--- src/rtl/cfi_pkg.sv ---
// Shared types, codes and constants for the frame intrusion filter.
`timescale 1ns / 1ps

package cfi_pkg;

    localparam int GROUP_W    = 18;
    localparam int BYTE_W     = 8;
    localparam int WORD_W     = 16;
    localparam int STAMP_W    = 32;
    localparam int REASON_W   = 4;
    localparam int CFG_IDX_W  = 3;
    localparam int CFG_DATA_W = 16;
    localparam int COUNT_W    = 8;

    localparam int QUEUE_DEPTH = 2;

    // register indexes
    localparam logic [CFG_IDX_W-1:0] REG_BURST_WINDOW = 3'd0;
    localparam logic [CFG_IDX_W-1:0] REG_BURST_LIMIT  = 3'd1;
    localparam logic [CFG_IDX_W-1:0] REG_CHASSIS_SRC  = 3'd2;
    localparam logic [CFG_IDX_W-1:0] REG_HMI_SRC      = 3'd3;
    localparam logic [CFG_IDX_W-1:0] REG_FIRE_SRC     = 3'd4;
    localparam logic [CFG_IDX_W-1:0] REG_SPEED_MAX    = 3'd5;
    localparam logic [CFG_IDX_W-1:0] REG_RPM_MAX      = 3'd6;
    localparam logic [CFG_IDX_W-1:0] REG_FUEL_MAX     = 3'd7;

    // register reset values
    localparam logic [WORD_W-1:0] RST_BURST_WINDOW = 16'd5;
    localparam logic [BYTE_W-1:0] RST_BURST_LIMIT  = 8'd20;
    localparam logic [BYTE_W-1:0] RST_CHASSIS_SRC  = 8'd17;
    localparam logic [BYTE_W-1:0] RST_HMI_SRC      = 8'd33;
    localparam logic [BYTE_W-1:0] RST_FIRE_SRC     = 8'd97;
    localparam logic [WORD_W-1:0] RST_SPEED_MAX    = 16'd38400;
    localparam logic [WORD_W-1:0] RST_RPM_MAX      = 16'd32000;
    localparam logic [WORD_W-1:0] RST_FUEL_MAX     = 16'd4000;

    // whitelisted group numbers
    localparam logic [GROUP_W-1:0] GRP_SPEED = 18'h0FEF1;
    localparam logic [GROUP_W-1:0] GRP_RPM   = 18'h0F004;
    localparam logic [GROUP_W-1:0] GRP_FUEL  = 18'h0FEE9;
    localparam logic [GROUP_W-1:0] GRP_PTO   = 18'h0E100;
    localparam logic [GROUP_W-1:0] GRP_PUMP  = 18'h0E200;
    localparam logic [GROUP_W-1:0] GRP_MAST  = 18'h0E300;
    localparam logic [GROUP_W-1:0] GRP_PRES  = 18'h0D100;
    localparam logic [GROUP_W-1:0] GRP_WATER = 18'h0D200;
    localparam logic [GROUP_W-1:0] GRP_FOAM  = 18'h0D300;

    // verdict reason codes
    localparam logic [REASON_W-1:0] RSN_OK        = 4'd0;
    localparam logic [REASON_W-1:0] RSN_BURST     = 4'd1;
    localparam logic [REASON_W-1:0] RSN_BARRED    = 4'd2;
    localparam logic [REASON_W-1:0] RSN_CHASSIS   = 4'd3;
    localparam logic [REASON_W-1:0] RSN_HMI       = 4'd4;
    localparam logic [REASON_W-1:0] RSN_FIRE      = 4'd5;
    localparam logic [REASON_W-1:0] RSN_SPEED     = 4'd6;
    localparam logic [REASON_W-1:0] RSN_RPM       = 4'd7;
    localparam logic [REASON_W-1:0] RSN_FUEL      = 4'd8;

    typedef enum logic [2:0] {
        CLS_BARRED = 3'd0,
        CLS_SPEED  = 3'd1,
        CLS_RPM    = 3'd2,
        CLS_FUEL   = 3'd3,
        CLS_HMI    = 3'd4,
        CLS_FIRE   = 3'd5
    } t_class;

    // classified item handed from front to back
    typedef struct packed {
        logic               burst;
        t_class             grp_class;
        logic [BYTE_W-1:0]  src;
        logic [WORD_W-1:0]  word;
    } t_job;

    // configuration seen by the back end
    typedef struct packed {
        logic [BYTE_W-1:0] chassis_src;
        logic [BYTE_W-1:0] hmi_src;
        logic [BYTE_W-1:0] fire_src;
        logic [WORD_W-1:0] speed_max;
        logic [WORD_W-1:0] rpm_max;
        logic [WORD_W-1:0] fuel_max;
    } t_chk_cfg;

endpackage

--- src/rtl/cfi_front.sv ---
// Front end: burst tracking and group classification of each incoming frame.
`timescale 1ns / 1ps

module cfi_front (
    input  logic                          i_clk,
    input  logic                          i_rst_n,
    input  logic                          i_take,
    input  logic [cfi_pkg::GROUP_W-1:0]   i_group_number,
    input  logic [cfi_pkg::BYTE_W-1:0]    i_source_addr,
    input  logic [cfi_pkg::BYTE_W-1:0]    i_byte_zero,
    input  logic [cfi_pkg::BYTE_W-1:0]    i_byte_one,
    input  logic [cfi_pkg::STAMP_W-1:0]   i_stamp_ms,
    input  logic [cfi_pkg::WORD_W-1:0]    i_burst_window,
    input  logic [cfi_pkg::BYTE_W-1:0]    i_burst_limit,
    output cfi_pkg::t_job                 o_job
);

    logic [cfi_pkg::STAMP_W-1:0] r_prev_stamp, n_prev_stamp;
    logic [cfi_pkg::GROUP_W-1:0] r_prev_group, n_prev_group;
    logic [cfi_pkg::COUNT_W-1:0] r_count, n_count;

    logic [cfi_pkg::STAMP_W-1:0] gap;
    logic [cfi_pkg::COUNT_W-1:0] count_inc;
    logic                        repeat_hit;
    logic                        burst;
    cfi_pkg::t_class             grp_class;

    assign gap        = i_stamp_ms - r_prev_stamp;
    // gap is below a 16-bit window only if its upper half is clear
    assign repeat_hit = (i_group_number == r_prev_group)
                        && (gap[cfi_pkg::STAMP_W-1:cfi_pkg::WORD_W] == '0)
                        && (gap[cfi_pkg::WORD_W-1:0] < i_burst_window);
    assign count_inc  = (r_count == '1) ? r_count : r_count + 1'b1;
    assign burst      = repeat_hit && (count_inc > i_burst_limit);

    always_comb begin
        n_count      = repeat_hit ? count_inc : '0;
        n_prev_stamp = burst ? r_prev_stamp : i_stamp_ms;
        n_prev_group = burst ? r_prev_group : i_group_number;
    end

    always_comb begin
        unique case (i_group_number)
            cfi_pkg::GRP_SPEED: grp_class = cfi_pkg::CLS_SPEED;
            cfi_pkg::GRP_RPM:   grp_class = cfi_pkg::CLS_RPM;
            cfi_pkg::GRP_FUEL:  grp_class = cfi_pkg::CLS_FUEL;
            cfi_pkg::GRP_PTO,
            cfi_pkg::GRP_PUMP,
            cfi_pkg::GRP_MAST:  grp_class = cfi_pkg::CLS_HMI;
            cfi_pkg::GRP_PRES,
            cfi_pkg::GRP_WATER,
            cfi_pkg::GRP_FOAM:  grp_class = cfi_pkg::CLS_FIRE;
            default:            grp_class = cfi_pkg::CLS_BARRED;
        endcase
    end

    always_comb begin
        o_job.burst     = burst;
        o_job.grp_class = grp_class;
        o_job.src       = i_source_addr;
        o_job.word      = {i_byte_one, i_byte_zero};
    end

    always_ff @(posedge i_clk) begin
        if (!i_rst_n) begin
            r_prev_stamp <= '0;
            r_prev_group <= '0;
            r_count      <= '0;
        end else if (i_take) begin
            r_prev_stamp <= n_prev_stamp;
            r_prev_group <= n_prev_group;
            r_count      <= n_count;
        end
    end

endmodule

--- src/rtl/cfi_queue.sv ---
// Short FIFO of classified items between front and back end.
`timescale 1ns / 1ps

module cfi_queue #(
    parameter int DEPTH = cfi_pkg::QUEUE_DEPTH
) (
    input  logic          i_clk,
    input  logic          i_rst_n,
    input  logic          i_wr,
    input  cfi_pkg::t_job i_wr_job,
    output logic          o_full,
    input  logic          i_rd,
    output logic          o_valid,
    output cfi_pkg::t_job o_rd_job
);

    localparam int AW = (DEPTH > 1) ? $clog2(DEPTH) : 1;
    localparam int CW = $clog2(DEPTH + 1);

    cfi_pkg::t_job r_mem [DEPTH];
    logic [AW-1:0] r_wr_ptr, n_wr_ptr;
    logic [AW-1:0] r_rd_ptr, n_rd_ptr;
    logic [CW-1:0] r_fill, n_fill;
    logic          do_wr, do_rd;

    assign o_full   = (r_fill == CW'(DEPTH));
    assign o_valid  = (r_fill != '0);
    assign o_rd_job = r_mem[r_rd_ptr];
    assign do_wr    = i_wr && !o_full;
    assign do_rd    = i_rd && o_valid;

    always_comb begin
        n_wr_ptr = r_wr_ptr;
        n_rd_ptr = r_rd_ptr;
        if (do_wr) begin
            n_wr_ptr = (r_wr_ptr == AW'(DEPTH - 1)) ? '0 : r_wr_ptr + 1'b1;
        end
        if (do_rd) begin
            n_rd_ptr = (r_rd_ptr == AW'(DEPTH - 1)) ? '0 : r_rd_ptr + 1'b1;
        end
        case ({do_wr, do_rd})
            2'b10:   n_fill = r_fill + 1'b1;
            2'b01:   n_fill = r_fill - 1'b1;
            default: n_fill = r_fill;
        endcase
    end

    always_ff @(posedge i_clk) begin
        if (do_wr) begin
            r_mem[r_wr_ptr] <= i_wr_job;
        end
    end

    always_ff @(posedge i_clk) begin
        if (!i_rst_n) begin
            r_wr_ptr <= '0;
            r_rd_ptr <= '0;
            r_fill   <= '0;
        end else begin
            r_wr_ptr <= n_wr_ptr;
            r_rd_ptr <= n_rd_ptr;
            r_fill   <= n_fill;
        end
    end

endmodule

--- src/rtl/cfi_back.sv ---
// Back end: burst, whitelist, source and range checks, verdict held in the result register.
`timescale 1ns / 1ps

module cfi_back (
    input  logic                          i_clk,
    input  logic                          i_rst_n,
    input  logic                          i_job_valid,
    input  cfi_pkg::t_job                 i_job,
    output logic                          o_job_take,
    input  cfi_pkg::t_chk_cfg             i_cfg,
    output logic                          o_empty,
    input  logic                          i_pop,
    output logic                          o_accept,
    output logic [cfi_pkg::REASON_W-1:0]  o_reason
);

    logic                          r_out_valid;
    logic [cfi_pkg::REASON_W-1:0]  r_reason, n_reason;

    // result register refills whenever it is free or being popped
    assign o_job_take = i_job_valid && (!r_out_valid || i_pop);
    assign o_empty    = !r_out_valid;
    assign o_reason   = r_reason;
    assign o_accept   = (r_reason == cfi_pkg::RSN_OK);

    always_comb begin
        n_reason = cfi_pkg::RSN_OK;
        if (i_job.burst) begin
            n_reason = cfi_pkg::RSN_BURST;
        end else begin
            case (i_job.grp_class)
                cfi_pkg::CLS_SPEED: begin
                    if (i_job.src != i_cfg.chassis_src) n_reason = cfi_pkg::RSN_CHASSIS;
                    else if (i_job.word > i_cfg.speed_max) n_reason = cfi_pkg::RSN_SPEED;
                end
                cfi_pkg::CLS_RPM: begin
                    if (i_job.src != i_cfg.chassis_src) n_reason = cfi_pkg::RSN_CHASSIS;
                    else if (i_job.word > i_cfg.rpm_max) n_reason = cfi_pkg::RSN_RPM;
                end
                cfi_pkg::CLS_FUEL: begin
                    if (i_job.src != i_cfg.chassis_src) n_reason = cfi_pkg::RSN_CHASSIS;
                    else if (i_job.word > i_cfg.fuel_max) n_reason = cfi_pkg::RSN_FUEL;
                end
                cfi_pkg::CLS_HMI: begin
                    if (i_job.src != i_cfg.hmi_src) n_reason = cfi_pkg::RSN_HMI;
                end
                cfi_pkg::CLS_FIRE: begin
                    if (i_job.src != i_cfg.fire_src) n_reason = cfi_pkg::RSN_FIRE;
                end
                default: n_reason = cfi_pkg::RSN_BARRED;
            endcase
        end
    end

    always_ff @(posedge i_clk) begin
        if (o_job_take) begin
            r_reason <= n_reason;
        end
    end

    always_ff @(posedge i_clk) begin
        if (!i_rst_n) begin
            r_out_valid <= 1'b0;
        end else if (o_job_take) begin
            r_out_valid <= 1'b1;
        end else if (i_pop) begin
            r_out_valid <= 1'b0;
        end
    end

endmodule

--- src/rtl/can_frame_intrusion_filter.sv ---
// Top level of the frame intrusion filter: config registers, front, queue, back.
// Flow: the front writes each accepted frame into the queue, and the back loads its
// verdict into the result register when that register is free or being popped.
// Throughput: one frame per cycle while the queue is not full.
// Reset: registers return to their defaults, burst state clears, queue and result register empty.
`timescale 1ns / 1ps

module can_frame_intrusion_filter #(
    parameter int QUEUE_DEPTH = cfi_pkg::QUEUE_DEPTH
) (
    input  logic                            i_clk,
    input  logic                            i_rst_n,
    input  logic                            push,
    output logic                            full,
    input  logic [cfi_pkg::GROUP_W-1:0]     i_group_number,
    input  logic [cfi_pkg::BYTE_W-1:0]      i_source_addr,
    input  logic [cfi_pkg::BYTE_W-1:0]      i_byte_zero,
    input  logic [cfi_pkg::BYTE_W-1:0]      i_byte_one,
    input  logic [cfi_pkg::STAMP_W-1:0]     i_stamp_ms,
    output logic                            empty,
    input  logic                            pop,
    output logic                            o_accept,
    output logic [cfi_pkg::REASON_W-1:0]    o_reason,
    input  logic                            i_cfg_we,
    input  logic [cfi_pkg::CFG_IDX_W-1:0]   i_cfg_index,
    input  logic [cfi_pkg::CFG_DATA_W-1:0]  i_cfg_data
);

    logic [cfi_pkg::WORD_W-1:0] r_burst_window;
    logic [cfi_pkg::BYTE_W-1:0] r_burst_limit;
    cfi_pkg::t_chk_cfg          r_chk_cfg;

    cfi_pkg::t_job front_job, queue_job;
    logic          front_take;
    logic          queue_full, queue_valid, back_take;

    always_ff @(posedge i_clk) begin
        if (!i_rst_n) begin
            r_burst_window        <= cfi_pkg::RST_BURST_WINDOW;
            r_burst_limit         <= cfi_pkg::RST_BURST_LIMIT;
            r_chk_cfg.chassis_src <= cfi_pkg::RST_CHASSIS_SRC;
            r_chk_cfg.hmi_src     <= cfi_pkg::RST_HMI_SRC;
            r_chk_cfg.fire_src    <= cfi_pkg::RST_FIRE_SRC;
            r_chk_cfg.speed_max   <= cfi_pkg::RST_SPEED_MAX;
            r_chk_cfg.rpm_max     <= cfi_pkg::RST_RPM_MAX;
            r_chk_cfg.fuel_max    <= cfi_pkg::RST_FUEL_MAX;
        end else if (i_cfg_we) begin
            unique case (i_cfg_index)
                cfi_pkg::REG_BURST_WINDOW: r_burst_window <= i_cfg_data;
                cfi_pkg::REG_BURST_LIMIT:  r_burst_limit <= i_cfg_data[cfi_pkg::BYTE_W-1:0];
                cfi_pkg::REG_CHASSIS_SRC:
                    r_chk_cfg.chassis_src <= i_cfg_data[cfi_pkg::BYTE_W-1:0];
                cfi_pkg::REG_HMI_SRC:
                    r_chk_cfg.hmi_src <= i_cfg_data[cfi_pkg::BYTE_W-1:0];
                cfi_pkg::REG_FIRE_SRC:
                    r_chk_cfg.fire_src <= i_cfg_data[cfi_pkg::BYTE_W-1:0];
                cfi_pkg::REG_SPEED_MAX:    r_chk_cfg.speed_max <= i_cfg_data;
                cfi_pkg::REG_RPM_MAX:      r_chk_cfg.rpm_max <= i_cfg_data;
                cfi_pkg::REG_FUEL_MAX:     r_chk_cfg.fuel_max <= i_cfg_data;
                default: ;
            endcase
        end
    end

    assign full       = queue_full;
    assign front_take = push && !queue_full;

    cfi_front u_front (
        .i_clk          (i_clk),
        .i_rst_n        (i_rst_n),
        .i_take         (front_take),
        .i_group_number (i_group_number),
        .i_source_addr  (i_source_addr),
        .i_byte_zero    (i_byte_zero),
        .i_byte_one     (i_byte_one),
        .i_stamp_ms     (i_stamp_ms),
        .i_burst_window (r_burst_window),
        .i_burst_limit  (r_burst_limit),
        .o_job          (front_job)
    );

    cfi_queue #(
        .DEPTH (QUEUE_DEPTH)
    ) u_queue (
        .i_clk    (i_clk),
        .i_rst_n  (i_rst_n),
        .i_wr     (front_take),
        .i_wr_job (front_job),
        .o_full   (queue_full),
        .i_rd     (back_take),
        .o_valid  (queue_valid),
        .o_rd_job (queue_job)
    );

    cfi_back u_back (
        .i_clk       (i_clk),
        .i_rst_n     (i_rst_n),
        .i_job_valid (queue_valid),
        .i_job       (queue_job),
        .o_job_take  (back_take),
        .i_cfg       (r_chk_cfg),
        .o_empty     (empty),
        .i_pop       (pop),
        .o_accept    (o_accept),
        .o_reason    (o_reason)
    );

endmodule
--- config.mk ---
export PLATFORM = sky130hd
export DESIGN_NAME = can_frame_intrusion_filter
export DESIGN_NICKNAME = d
export VERILOG_FILES = /design/src/rtl/cfi_pkg.sv /design/src/rtl/cfi_front.sv /design/src/rtl/cfi_queue.sv /design/src/rtl/cfi_back.sv /design/src/rtl/can_frame_intrusion_filter.sv
export SDC_FILE = /design/constraint.sdc
export NUM_CORES = 1
export LEC_CHECK = 0
export BUFFER_PORTS_ARGS = -buffer_cell sky130_fd_sc_hd__buf_2
export CAP_MARGIN = 0
export CORE_UTILIZATION = 58
export CTS_CLUSTER_SIZE = 12
export DETAILED_ROUTE_END_ITERATION = 12
export PLACE_DENSITY_LB_ADDON = 0.15
export SYNTH_ARGS = -nofsm -noshare
export SYNTH_HDL_FRONTEND = slang
export SYNTH_SLANG_ARGS = --single-unit
export TNS_END_PERCENT = 10
--- constraint.sdc ---
create_clock -name i_clk -period 6.1 [get_ports i_clk]
set_input_delay 0.305 -clock i_clk [delete_from_list [all_inputs] [get_ports i_clk]]
set_output_delay 0.305 -clock i_clk [all_outputs]
set_load 0.02 [all_outputs]
==> results.toml <==
[worst_setup_path]
crit_required_ns = 6.57
rr_worst_depth = 19
critical_path_arrival_ns = 5.87
worst_setup_path_end_kind = "flop"
regToRegSetupSlack_ns = 0.70
crit_path_start_kind = "flop"
worstPathMaxFanout = 50
reg2reg_from = "u_front.r_prev_stamp[4]"
rr_endpoint = "u_front.r_prev_stamp[10]"
critPathKind = "flop to flop"

[die]
dieArea_um2 = 23090
die_h_um = 152.0
die_x_um = 152.0
io_pins = 105
rows = 54
start_util = 0.5941
coreArea_um2 = 21960

[clocking]
cts_made_buffers = 25
htree_levels = 1
ctsRootBufferMaster = "clkbuf_16"
ctsLongestPathBuffers = 3
path_clk_slew_ns = 0.06
cts_tree = "built"
cts.sinks = 220
ctsResizeCount = 0
clock_latency_ns = 0.55

[job]
cap_violations = 0

[sta]
hold_violations = 0
finalMaxSlewViolations = 0
timing.fmax_mhz = 185.1
relSlewSlack = 0.3233
post-route-period-util = 0.8859
setup_viol = 0
fin_worst_skew_ns = 0.01285
tns_ns = 0
rsz0062_at_grt = "no"
final.setup.worst_slack_ns = 0.6961
period_minus_slack_ns = 5.404
tightest_slew_ns = 1.007

[power]
ir_worst_vdd_mv = 0.2383
p_leak_nw = 5.881
p_per_area_nw_per_um2 = 307.4
finalPower_mw = 4.551

[worst_hold_path]
min_from = "i_stamp_ms[17]"
min_path_cells = 3
holdPathEnd = "u_front.r_prev_stamp[17]"
hold_class = "input port to flop"

[outcome]
outcome = "complete, but fails checks"
violations = "design-rule violations"

[synthesis]
yosysUniqueCellTypes = 66
syn_area_per_cell_um2 = 8.565
ys_seq_elements = 220
synth_area_um2 = 13050
synth_edf_count = 60
async_reset_ff_frac = 0
ys_warn_count = 0
syn_inst = 1523
ys.flop_type = "dfxtp_1"
seq_area_frac_synth = 0.3837
synthesis.nets = 1726

[route]
vias = 10950
vias_per_cell = 5.696
firstDrtPassIters = 9
ant_nets = 0
drt-initial-drc-count = 764
wire_per_inst_um = 16.52
totalWireLength_um = 31770
route.detailed.drc = 11

[placed_design]
dp_hpwl_um = 23140
gp_congestion = 0.9703
dp_slack_ns = 0.6323
io_buffers = 104

[global_routing]
grtUsageMet2 = 0.4462
antenna_found_initial = 0
busiest_layer = "met2"
grt_pass1_vias = 10390
track_usage = 0.2740
grt_use_met1 = 0.3839
grt_pass1_wl_um = 51620
grtUsageMet3 = 0.03879
grt-ovfl-total = 0
grt_max_degree = 112

[cells_and_area]
layout-drive-gt1-share = 0.1053
nFillCells = 1855
fin_nets = 1827
syn_to_final_growth_pct = 13.48
final_core_utilization = 0.6741
antenna_cells = 0
[layout make-up]
class / instances / area (µm²) / share of cell area
timing repair buffer: 138 / 859.6 / 0.05807
sequential: 220 / 5005 / 0.3381
multi-input combinational: 1122 / 7330 / 0.4951
tap: 280 / 350.3 / 0.02367
clock inverter: 9 / 86.33 / 0.005832
inverter: 117 / 439.2 / 0.02967
clock buffer: 37 / 733.2 / 0.04953
[state kept, by name, indices dropped and copies added (netlist names), named ones only]
signal                flops
u_queue.r_mem            56
u_back.r_out_valid        1
u_queue.r_rd_ptr          1
u_back.o_reason           4
u_queue.r_fill            2
u_front.r_count           8
u_front.r_prev_group     18
r_burst_limit             8
u_front.r_prev_stamp     32
u_queue.r_wr_ptr          1
r_chk_cfg                72
r_burst_window           16
[placed cells by master, fill, tap and decap left out, drive strengths merged, types with 12 or more instances in the layout]
cell type,n
a21boi,79
mux2i,63
o21a,33
o211ai,25
ha,104
nand3,29
nor2b,12
a21o,16
a21oi,61
dlygate4sd3,26
xnor2,61
inv,117
o21ai,48
mux2,19
clkbuf,37
nand2,340
nor4,14
nor2,64
nor3,17
dfxtp,160
edfxtp,60
nand2b,15
nand4,36
buf,112
[cells by family after synthesis]
| kind of cell | count (synthesis) | synth area share |
|---|---|---|
| xor gates and xnor gates | 69 | 0.04633 |
| muxes | 82 | 0.06474 |
| buffers and inverters | 181 | 0.05582 |
| and+or+nand+nor | 553 | 0.1858 |
| adders and majority gates | 105 | 0.1013 |
| AOI/OAI and AO/OA | 313 | 0.1624 |
| DFF | 220 | 0.3837 |
[synthesized netlist by cell type (all sizes together), types with 3 or more instances]
| master | count | area share |
|---|---|---|
| a2111oi | 4 | 0.0027 |
| a211o | 3 | 0.0020 |
| a211oi | 9 | 0.0052 |
| a21boi | 79 | 0.045 |
| a21o | 16 | 0.0092 |
| a21oi | 61 | 0.023 |
| a221o | 3 | 0.0023 |
| a31oi | 3 | 0.0014 |
| and2 | 5 | 0.0024 |
| buf | 17 | 0.0086 |
| clkbuf | 47 | 0.014 |
| dfxtp | 160 | 0.25 |
| edfxtp | 60 | 0.14 |
| ha | 104 | 0.10 |
| inv | 116 | 0.033 |
| mux2 | 19 | 0.016 |
| mux2i | 63 | 0.048 |
| nand2 | 340 | 0.098 |
| nand2b | 15 | 0.0072 |
| nand3 | 29 | 0.011 |
| nand4 | 36 | 0.017 |
| nor2 | 64 | 0.018 |
| nor2b | 12 | 0.0058 |
| nor3 | 17 | 0.0065 |
| nor4 | 14 | 0.0072 |
| o2111ai | 3 | 0.0020 |
| o211ai | 25 | 0.014 |
| o21a | 33 | 0.019 |
| o21ai | 48 | 0.019 |
| o21bai | 4 | 0.0023 |
| o22ai | 3 | 0.0014 |
| o31ai | 4 | 0.0023 |
| or3 | 4 | 0.0019 |
| or4 | 4 | 0.0023 |
| xnor2 | 61 | 0.041 |
| xor2 | 8 | 0.0054 |
[metal layers]
| metal | vias to the layer above | wire length, µm |
|---|---|---|
| met5 | - | 0 |
| met4 | 0 | 513 |
| met3 | 44 | 2070 |
| met2 | 300 | 14230 |
| met1 | 5114 | 14960 |
| li1 | 5495 | - |
[through the flow]
step	cell area [µm²]	cells	hold WS, ns
floorplan	13050	1523	0.4039
global placement	13720	1851	0.4436
detailed placement	13720	1851	0.4510
CTS	14800	1923	0.002543
global route	14800	1923	0.01194
finish	14800	1923	0.01680
[where the power goes]
| group | internal (mW) | total [mW] | switching, mW |
|---|---|---|---|
| sequential | 1.63 | 1.70 | 0.0710 |
| clock | 0.879 | 1.49 | 0.614 |
| combinational | 0.566 | 1.36 | 0.790 |
[how the worst max path moves through the flow]
stage | from | to | slack (ns) | cells past startpoint
detailed placement | i_stamp_ms[0] | u_front.r_prev_stamp[16] | 0.63 | 21
floorplan | u_front.r_prev_stamp[4] | u_front.r_prev_group[0] | 1.38 | 19
finish | u_front.r_prev_stamp[4] | u_front.r_prev_stamp[10] | 0.70 | 19
global placement | i_stamp_ms[4] | u_front.r_prev_stamp[19] | 0.80 | 19
CTS | u_front.r_prev_stamp[4] | u_front.r_prev_stamp[16] | 0.71 | 19
global route | u_front.r_prev_stamp[4] | u_front.r_prev_stamp[16] | 0.21 | 19
[timing repair]
item / in CTS / in global routing
hold buffers: 26 / 0
setup buffers: 0 / 0
hold endpoints to repair: 50 / 0
[critical path, stage by stage (launching register included)]
cell and delay [ns]:
dfxtp_1 0.33, inv_1 0.05, ha_1 0.32, a21o_1 0.20, or3_1 0.32, o21ai_0 0.39
o21a_1 0.29, xnor2_1 0.14, ha_1 0.28, a21oi_1 0.17, nand4_1 0.10, a41oi_1 0.20
o2111ai_1 0.13, nor4_1 0.31, o2111ai_1 0.14, or4_1 0.57, or4_1 0.59, o21ai_4 0.17
buf_12 0.31, mux2i_1 0.25
(Power assumes the default switching activity.)
